## config.mk

```make
export PLATFORM = sky130hd
export DESIGN_NAME = line_rasterizer
export DESIGN_NICKNAME = d
export VERILOG_FILES = /design/src/design/lr_pkg.sv /design/src/design/line_rasterizer.sv
export SDC_FILE = /design/constraint.sdc
export NUM_CORES = 1
export LEC_CHECK = 0
export BUFFER_PORTS_ARGS = -buffer_cell sky130_fd_sc_hd__buf_2
export CORE_MARGIN = 5
export CORE_UTILIZATION = 40
export CTS_BUF_LIST = sky130_fd_sc_hd__clkbuf_16
export DETAILED_ROUTE_END_ITERATION = 10
export SLEW_MARGIN = 15
export SYNTH_ARGS = -nofsm -noshare
export SYNTH_HDL_FRONTEND = slang
export SYNTH_SLANG_ARGS = --single-unit
export TNS_END_PERCENT = 30
```

## constraint.sdc

```tcl
create_clock -name clock -period 5.68 [get_ports clock]
set_input_delay 0.284 -clock clock [delete_from_list [all_inputs] [get_ports clock]]
set_output_delay 0.284 -clock clock [all_outputs]
set_load 0.005 [all_outputs]
```

## src/design/lr_pkg.sv

```systemverilog
// Shared types and constants for the line rasterizer.
// No dependencies; imported by line_rasterizer and tb_line_rasterizer.
package lr_pkg;

   // Default coordinate width and the canvas register's width and reset value
   localparam int COORD_BITS_DEF = 12;
   localparam int CANVAS_BITS    = 11;
   localparam logic [CANVAS_BITS-1:0] CANVAS_RESET = 11'd800;
   localparam int COLOR_BITS     = 2;

   // Item kinds carried in req_tuser
   localparam logic OP_LOAD = 1'b0;
   localparam logic OP_TICK = 1'b1;

   // Walk modes: span modes cover min..max inclusive, step modes run Bresenham
   typedef enum logic [1:0] {
      MODE_X_SPAN = 2'd0,
      MODE_Y_SPAN = 2'd1,
      MODE_X_STEP = 2'd2,
      MODE_Y_STEP = 2'd3
   } line_mode_type;

endpackage

```

## src/design/line_rasterizer.sv

```systemverilog
// Line rasterizer top level: endpoint load, per-tick pixel walk, result skid stage.
// Depends on lr_pkg for modes, item kinds and register constants.
//
//   channel  direction  handshake               contents
//   req_     in         tvalid/tready           tuser = kind, tdata = endpoints and color
//   rsp_     out        tvalid/tready/tlast     tdata = pixel, visible flag, color
//   csr_     in         valid/ready             data = canvas size
//
// One item is taken per clock while req_tready is high. A tick item that emits a
// pixel goes to the output register, or to the skid when rsp_ stalls. The whole
// step (walk update and visibility compare) sits between the input handshake and
// the result register. A two-deep result stage (output register plus skid) lets
// one more item in while a pixel waits; req_tready drops only when both hold pixels.
// Reset is synchronous; canvas size returns to 800 and no line is active.
module line_rasterizer
   import lr_pkg::*;
#(
   parameter int COORD_BITS = COORD_BITS_DEF
) (
   input  logic                       clock,
   input  logic                       reset,
   // request: tuser = op; tdata = start_x, start_y, end_x, end_y, line_color, zero pad
   input  logic                       req_tvalid,
   output logic                       req_tready,
   input  logic                       req_tuser,
   input  logic [((4*COORD_BITS+COLOR_BITS+7)/8)*8-1:0] req_tdata,
   // response: tdata = pixel_x, pixel_y, visible, pixel_color, zero pad; tlast = last
   output logic                       rsp_tvalid,
   input  logic                       rsp_tready,
   output logic                       rsp_tlast,
   output logic [((2*COORD_BITS+1+COLOR_BITS+7)/8)*8-1:0] rsp_tdata,
   // canvas size register write
   input  logic                       csr_valid,
   output logic                       csr_ready,
   input  logic [CANVAS_BITS-1:0]     csr_data
);

   localparam int C       = COORD_BITS;
   localparam int ERR_W   = COORD_BITS + 2;
   localparam int RSP_USE = 2*COORD_BITS + 1 + COLOR_BITS;
   localparam int RSP_W   = ((RSP_USE + 7) / 8) * 8;
   localparam int CMP_W   = ((COORD_BITS > CANVAS_BITS) ? COORD_BITS : CANVAS_BITS) + 1;

   // Configuration register
   logic [CANVAS_BITS-1:0] canvas_ff;

   // Walk state
   logic                  busy_ff, busy_in;
   line_mode_type         mode_ff, mode_in;
   logic signed [C-1:0]   major_pos_ff, major_pos_in;
   logic signed [C-1:0]   major_stop_ff, major_stop_in;
   logic signed [C-1:0]   minor_pos_ff, minor_pos_in;
   logic signed [ERR_W-1:0] err_ff, err_in;
   logic [C-1:0]          major_delta_ff, major_delta_in;
   logic [C-1:0]          minor_delta_ff, minor_delta_in;
   logic                  major_up_ff, major_up_in;
   logic                  minor_up_ff, minor_up_in;
   logic [COLOR_BITS-1:0] color_ff, color_in;

   // Result stage
   logic             out_valid_ff, out_valid_in;
   logic [RSP_W-1:0] out_data_ff, out_data_in;
   logic             out_last_ff, out_last_in;
   logic             skid_valid_ff, skid_valid_in;
   logic [RSP_W-1:0] skid_data_ff, skid_data_in;
   logic             skid_last_ff, skid_last_in;

   // Unpacked request fields
   logic signed [C-1:0]   x1, y1, x2, y2;
   logic [COLOR_BITS-1:0] req_color;

   // Load datapath
   logic signed [C:0] diff_x, diff_y;
   logic [C-1:0]      dx, dy;

   // Tick datapath
   logic                  req_fire, produce, step_mode;
   logic signed [C-1:0]   px, py, major_next, minor_next;
   logic                  pix_last, pix_vis;
   logic signed [CMP_W-1:0] px_ext, py_ext, canvas_ext;
   logic [RSP_W-1:0]      pix_word;

   assign x1        = req_tdata[C-1:0];
   assign y1        = req_tdata[2*C-1:C];
   assign x2        = req_tdata[3*C-1:2*C];
   assign y2        = req_tdata[4*C-1:3*C];
   assign req_color = req_tdata[4*C+COLOR_BITS-1:4*C];

   assign csr_ready  = 1'b1;
   assign req_tready = !skid_valid_ff;
   assign req_fire   = req_tvalid && req_tready;
   assign produce    = req_fire && (req_tuser == OP_TICK) && busy_ff;

   // Endpoint deltas
   assign diff_x = {x1[C-1], x1} - {x2[C-1], x2};
   assign diff_y = {y1[C-1], y1} - {y2[C-1], y2};
   assign dx     = diff_x[C] ? C'(-diff_x) : diff_x[C-1:0];
   assign dy     = diff_y[C] ? C'(-diff_y) : diff_y[C-1:0];

   // Current pixel, next major position and end test
   assign step_mode  = (mode_ff == MODE_X_STEP) || (mode_ff == MODE_Y_STEP);
   assign px         = (mode_ff == MODE_Y_SPAN || mode_ff == MODE_Y_STEP) ? minor_pos_ff
                                                                          : major_pos_ff;
   assign py         = (mode_ff == MODE_Y_SPAN || mode_ff == MODE_Y_STEP) ? major_pos_ff
                                                                          : minor_pos_ff;
   assign major_next = major_up_ff ? major_pos_ff + C'(1) : major_pos_ff - C'(1);
   assign minor_next = minor_up_ff ? minor_pos_ff + C'(1) : minor_pos_ff - C'(1);
   assign pix_last   = step_mode ? (major_next == major_stop_ff)
                                 : (major_pos_ff == major_stop_ff);

   // Visibility: strictly inside the square canvas
   assign px_ext     = {{(CMP_W-C){px[C-1]}}, px};
   assign py_ext     = {{(CMP_W-C){py[C-1]}}, py};
   assign canvas_ext = {{(CMP_W-CANVAS_BITS){1'b0}}, canvas_ff};
   assign pix_vis    = (px_ext > 0) && (py_ext > 0) &&
                       (px_ext < canvas_ext) && (py_ext < canvas_ext);

   assign pix_word = {{(RSP_W-RSP_USE){1'b0}}, color_ff, pix_vis, py, px};

   // Next walk state: load replaces the line, tick advances one pixel
   always_comb begin
      busy_in        = busy_ff;
      mode_in        = mode_ff;
      major_pos_in   = major_pos_ff;
      major_stop_in  = major_stop_ff;
      minor_pos_in   = minor_pos_ff;
      err_in         = err_ff;
      major_delta_in = major_delta_ff;
      minor_delta_in = minor_delta_ff;
      major_up_in    = major_up_ff;
      minor_up_in    = minor_up_ff;
      color_in       = color_ff;
      if (req_fire && req_tuser == OP_LOAD) begin
         busy_in        = 1'b1;
         color_in       = req_color;
         err_in         = '0;
         minor_delta_in = '0;
         minor_up_in    = 1'b0;
         major_up_in    = 1'b1;
         if (dy == '0) begin
            mode_in        = MODE_X_SPAN;
            major_pos_in   = (x1 < x2) ? x1 : x2;
            major_stop_in  = (x1 < x2) ? x2 : x1;
            minor_pos_in   = y1;
            major_delta_in = dx;
         end else if (dx == '0) begin
            mode_in        = MODE_Y_SPAN;
            major_pos_in   = (y1 < y2) ? y1 : y2;
            major_stop_in  = (y1 < y2) ? y2 : y1;
            minor_pos_in   = x1;
            major_delta_in = dy;
         end else if (dy <= dx) begin
            mode_in        = MODE_X_STEP;
            major_pos_in   = x1;
            major_stop_in  = x2;
            major_up_in    = x2 > x1;
            minor_pos_in   = y1;
            minor_up_in    = y2 > y1;
            major_delta_in = dx;
            minor_delta_in = dy;
            err_in         = $signed({2'b00, dy}) - $signed({2'b00, dx});
         end else begin
            mode_in        = MODE_Y_STEP;
            major_pos_in   = y1;
            major_stop_in  = y2;
            major_up_in    = y2 > y1;
            minor_pos_in   = x1;
            minor_up_in    = x2 > x1;
            major_delta_in = dy;
            minor_delta_in = dx;
            err_in         = $signed({2'b00, dx}) - $signed({2'b00, dy});
         end
      end else if (produce) begin
         if (pix_last) begin
            busy_in = 1'b0;
         end else begin
            if (step_mode) begin
               if (!err_ff[ERR_W-1]) begin
                  minor_pos_in = minor_next;
                  err_in = err_ff - $signed({2'b00, major_delta_ff})
                                  + $signed({2'b00, minor_delta_ff});
               end else begin
                  err_in = err_ff + $signed({2'b00, minor_delta_ff});
               end
            end
            major_pos_in = major_next;
         end
      end
   end

   // Result stage: fill the output register, spill to skid when stalled
   always_comb begin
      out_valid_in  = out_valid_ff;
      out_data_in   = out_data_ff;
      out_last_in   = out_last_ff;
      skid_valid_in = skid_valid_ff;
      skid_data_in  = skid_data_ff;
      skid_last_in  = skid_last_ff;
      if (skid_valid_ff) begin
         if (rsp_tready) begin
            out_data_in   = skid_data_ff;
            out_last_in   = skid_last_ff;
            skid_valid_in = 1'b0;
         end
      end else if (produce) begin
         if (out_valid_ff && !rsp_tready) begin
            skid_valid_in = 1'b1;
            skid_data_in  = pix_word;
            skid_last_in  = pix_last;
         end else begin
            out_valid_in = 1'b1;
            out_data_in  = pix_word;
            out_last_in  = pix_last;
         end
      end else if (rsp_tready) begin
         out_valid_in = 1'b0;
      end
   end

   // Control registers
   always_ff @(posedge clock) begin
      if (reset) begin
         canvas_ff     <= CANVAS_RESET;
         busy_ff       <= 1'b0;
         mode_ff       <= MODE_X_SPAN;
         out_valid_ff  <= 1'b0;
         skid_valid_ff <= 1'b0;
      end else begin
         if (csr_valid && csr_ready) begin
            canvas_ff <= csr_data;
         end
         busy_ff       <= busy_in;
         mode_ff       <= mode_in;
         out_valid_ff  <= out_valid_in;
         skid_valid_ff <= skid_valid_in;
      end
   end

   // Payload registers
   always_ff @(posedge clock) begin
      major_pos_ff   <= major_pos_in;
      major_stop_ff  <= major_stop_in;
      minor_pos_ff   <= minor_pos_in;
      err_ff         <= err_in;
      major_delta_ff <= major_delta_in;
      minor_delta_ff <= minor_delta_in;
      major_up_ff    <= major_up_in;
      minor_up_ff    <= minor_up_in;
      color_ff       <= color_in;
      out_data_ff    <= out_data_in;
      out_last_ff    <= out_last_in;
      skid_data_ff   <= skid_data_in;
      skid_last_ff   <= skid_last_in;
   end

   assign rsp_tvalid = out_valid_ff;
   assign rsp_tdata  = out_data_ff;
   assign rsp_tlast  = out_last_ff;

endmodule

```

==> flow_summary.toml <==
[die]
core_area_um2 = 34500
row_count = 68
fp.dieH_um = 197
num_io_pins = 109
start_util = 0.405
die_x_um = 197
dieArea_um2 = 38800

[placed_design]
dp_slack_ns = 0.0636
dp_hpwl_um = 30100
gp_congestion = 0.906
portBuffers = 96
place_inst = 2086

[yosys]
async_flop_share = 0
yosys.cell_types.count = 94
synth-edff-count = 134
synth_area_um2 = 14000
syn_area_per_cell_um2 = 9.17
synth_cells = 1524
ys_ff_latch = 150
ys.flop_type = "edfxtp_1"
ys.warnings.count = 0
ys_seq_area_frac = 0.311

[clocking]
cts_inserted_buffers = 17
cts-htree-levels = 4
clock_path_buffers = 2
post_cts_buffers = 0
cts-root-buf = "clkbuf_16"
clk_pin_slew_worst_paths_ns = 0.07
post_cts_resized = 0
clk_latency_ns = 0.43
holdBufCountCts = 0
cts_tree = "built"
clkSinkCount = 150

[finish]
layout_commonest_cell = "nor2_1"
area_growth_pct = 13.6
nFillCells = 3369
nets = 1860
final_cells = 2118
drive_above_1_share = 0.188
antenna_cells = 0
layout_common_cells = "nor2_1 (169), inv_1 (151), edfxtp_1 (134), ha_1 (118), buf_2 (96)"

[min_path]
worstHoldPathType = "input pin to flop"

[global_route]
grt_max_degree = 44
grt_pass1_wl_um = 60500
gr-total-overflow = 0
grt-busiest-layer = "met2"
met2_usage = 0.301
grt_util_met1 = 0.278
grt_usage = 0.191
antenna_found_initial = 0
grt_pass1_vias = 11300
grtUsageMet3 = 0.0234

[routing]
firstDrtPassIters = 5
drtAntennaViolNets = 0
drt_iter0_markers = 731
wl_um = 37600
drc = 0
vias = 11700
routedWlPerCell_um = 17.8
viasPerCell = 5.51

[timing]
worst_slew_pin_slew_ns = 1.02
setup_viol = 0
finalHoldViolCount = 0
maxSlewHeadroom = 0.318
fin_ws_ns = 0.363
fin_crit_ns = 5.32
rsz0062_at_grt = "false"
maxSlewViolCount = 0
period_share = 0.936
fmax_mhz = 188
fin_skew_ns = 0.0102
setup_tns_ns = 0

[pwr]
leakage_uw = 0.00673
ir_worst_vdd_uv = 242
p_per_area_nw_per_um2 = 522

[job]
drv_cap = 0

[critical_path]
worst-path-max-fanout = 6
critPathKind = "input pin to flop"
startpoint_type = "input pin"
worstSetupEndpointType = "flop"
worstPathArrival_ns = 5.47
worstPathRequired_ns = 5.83

[status]
status = "completed"
Yosys cell counts, drive strengths merged (16+ instances only):
master	instances	share of area
clkbuf	41	0.011
edfxtp	134	0.29
buf	27	0.014
o21ai	92	0.033
o21a	19	0.010
dfxtp	16	0.023
o41ai	16	0.010
a211oi	22	0.013
nor2b	20	0.0090
inv	154	0.041
xnor2	54	0.034
a21o	23	0.012
nand2	63	0.017
nand2b	22	0.010
fa	19	0.027
xor2	45	0.028
nand3	16	0.0057
nor2	170	0.046
ha	118	0.11
mux2i	51	0.037
a31oi	17	0.0076
mux2	60	0.048
a21oi	85	0.033
nor3	26	0.0093
layer usage:
layer / part of all wire / vias up / wire, um
li1: - / 5776 / -
met1: 0.49 / 5579 / 18500
met2: 0.44 / 288 / 16700
met3: 0.046 / 34 / 1720
met4: 0.018 / 0 / 679
met5: 0 / - / 0
worst paths after layout:
| check | from | end | slack (ns) | depth (start not counted) |
|---|---|---|---|---|
| worst max-delay path | req_tdata[0] | err_ff[12] | 0.36 | 23 |
| worst min-delay path | req_tdata[49] | color_ff[1] | 0.04 | 1 |
| worst max register to register | major_up_ff | major_pos_ff[3] | 1.51 | 15 |
| worst min register to register | color_ff[0] | skid_data_ff[25] | 0.46 | 0 |
final cells by class:
type	instances	area, um^2	area share
clock inverter	15	159	0.0100
clock buffer	17	425	0.0268
inverter	154	578	0.0364
timing repair buffer	171	1060	0.0665
multi-input combinational	1156	8750	0.551
tap	455	569	0.0358
sequential	150	4340	0.274
registers in the layout, summed over array words and instances, names as in the netlist, 2 cells and up:
name,count
rsp_tdata,27
skid_data_ff,27
err_ff,14
major_delta_ff,12
major_pos_ff,12
major_stop_ff,12
minor_delta_ff,12
minor_pos_ff,12
canvas_ff,11
color_ff,2
mode_ff,2
power by group:
| part | total (uW) | switching (uW) | internal [uW] | leakage [uW] |
|---|---|---|---|---|
| clock | 1110 | 519 | 587 | 0.000291 |
| sequential | 1790 | 177 | 1620 | 0.00137 |
| combinational | 5400 | 3010 | 2390 | 0.00506 |
kinds of logic (layout without fill, tap and decap cells):
logic type,Yosys count,after routing,synth area share
and+or+nand+nor,403,403,0.142
other,2,6,0.000537
adders and majority gates,137,137,0.133
muxes,111,111,0.0849
AOI/OAI and AO/OA,398,398,0.196
DFF,150,150,0.311
xor gates and xnor gates,101,101,0.0660
buffers and inverters,222,357,0.0665
per-stage QoR:
stage | hold WS (ns) | area, um^2 | total power [uW] | util
2_1_floorplan | 0.353 | 14000 | 5770 | -
3_3_place_gp | 0.435 | 15300 | 7060 | 0.443
3_5_place_dp | 0.442 | 15300 | 7170 | 0.443
4_1_cts | 0.0226 | 15900 | 8330 | 0.460
5_1_grt | 0.0234 | 15900 | 9050 | 0.460
6_report | 0.0411 | 15900 | 8290 | 0.460
worst max-delay path, stage by stage:
cell       delay [ns]
buf_2            0.15
inv_1            0.08
ha_1             0.24
fa_1             0.51
ha_1             0.28
nand4bb_1        0.13
nor3_1           0.15
a311oi_1         0.09
nor3b_1          0.27
and2_1           0.21
nor2_1           0.07
xnor2_1          0.46
inv_1            0.13
ha_1             0.33
and3_1           0.21
a221o_1          0.36
nand2_1          0.16
a31o_2           0.24
mux2_2           0.38
o22ai_1          0.15
a211oi_1         0.10
o2111ai_1        0.34
o22ai_1          0.14
(Power assumes the default switching activity.)
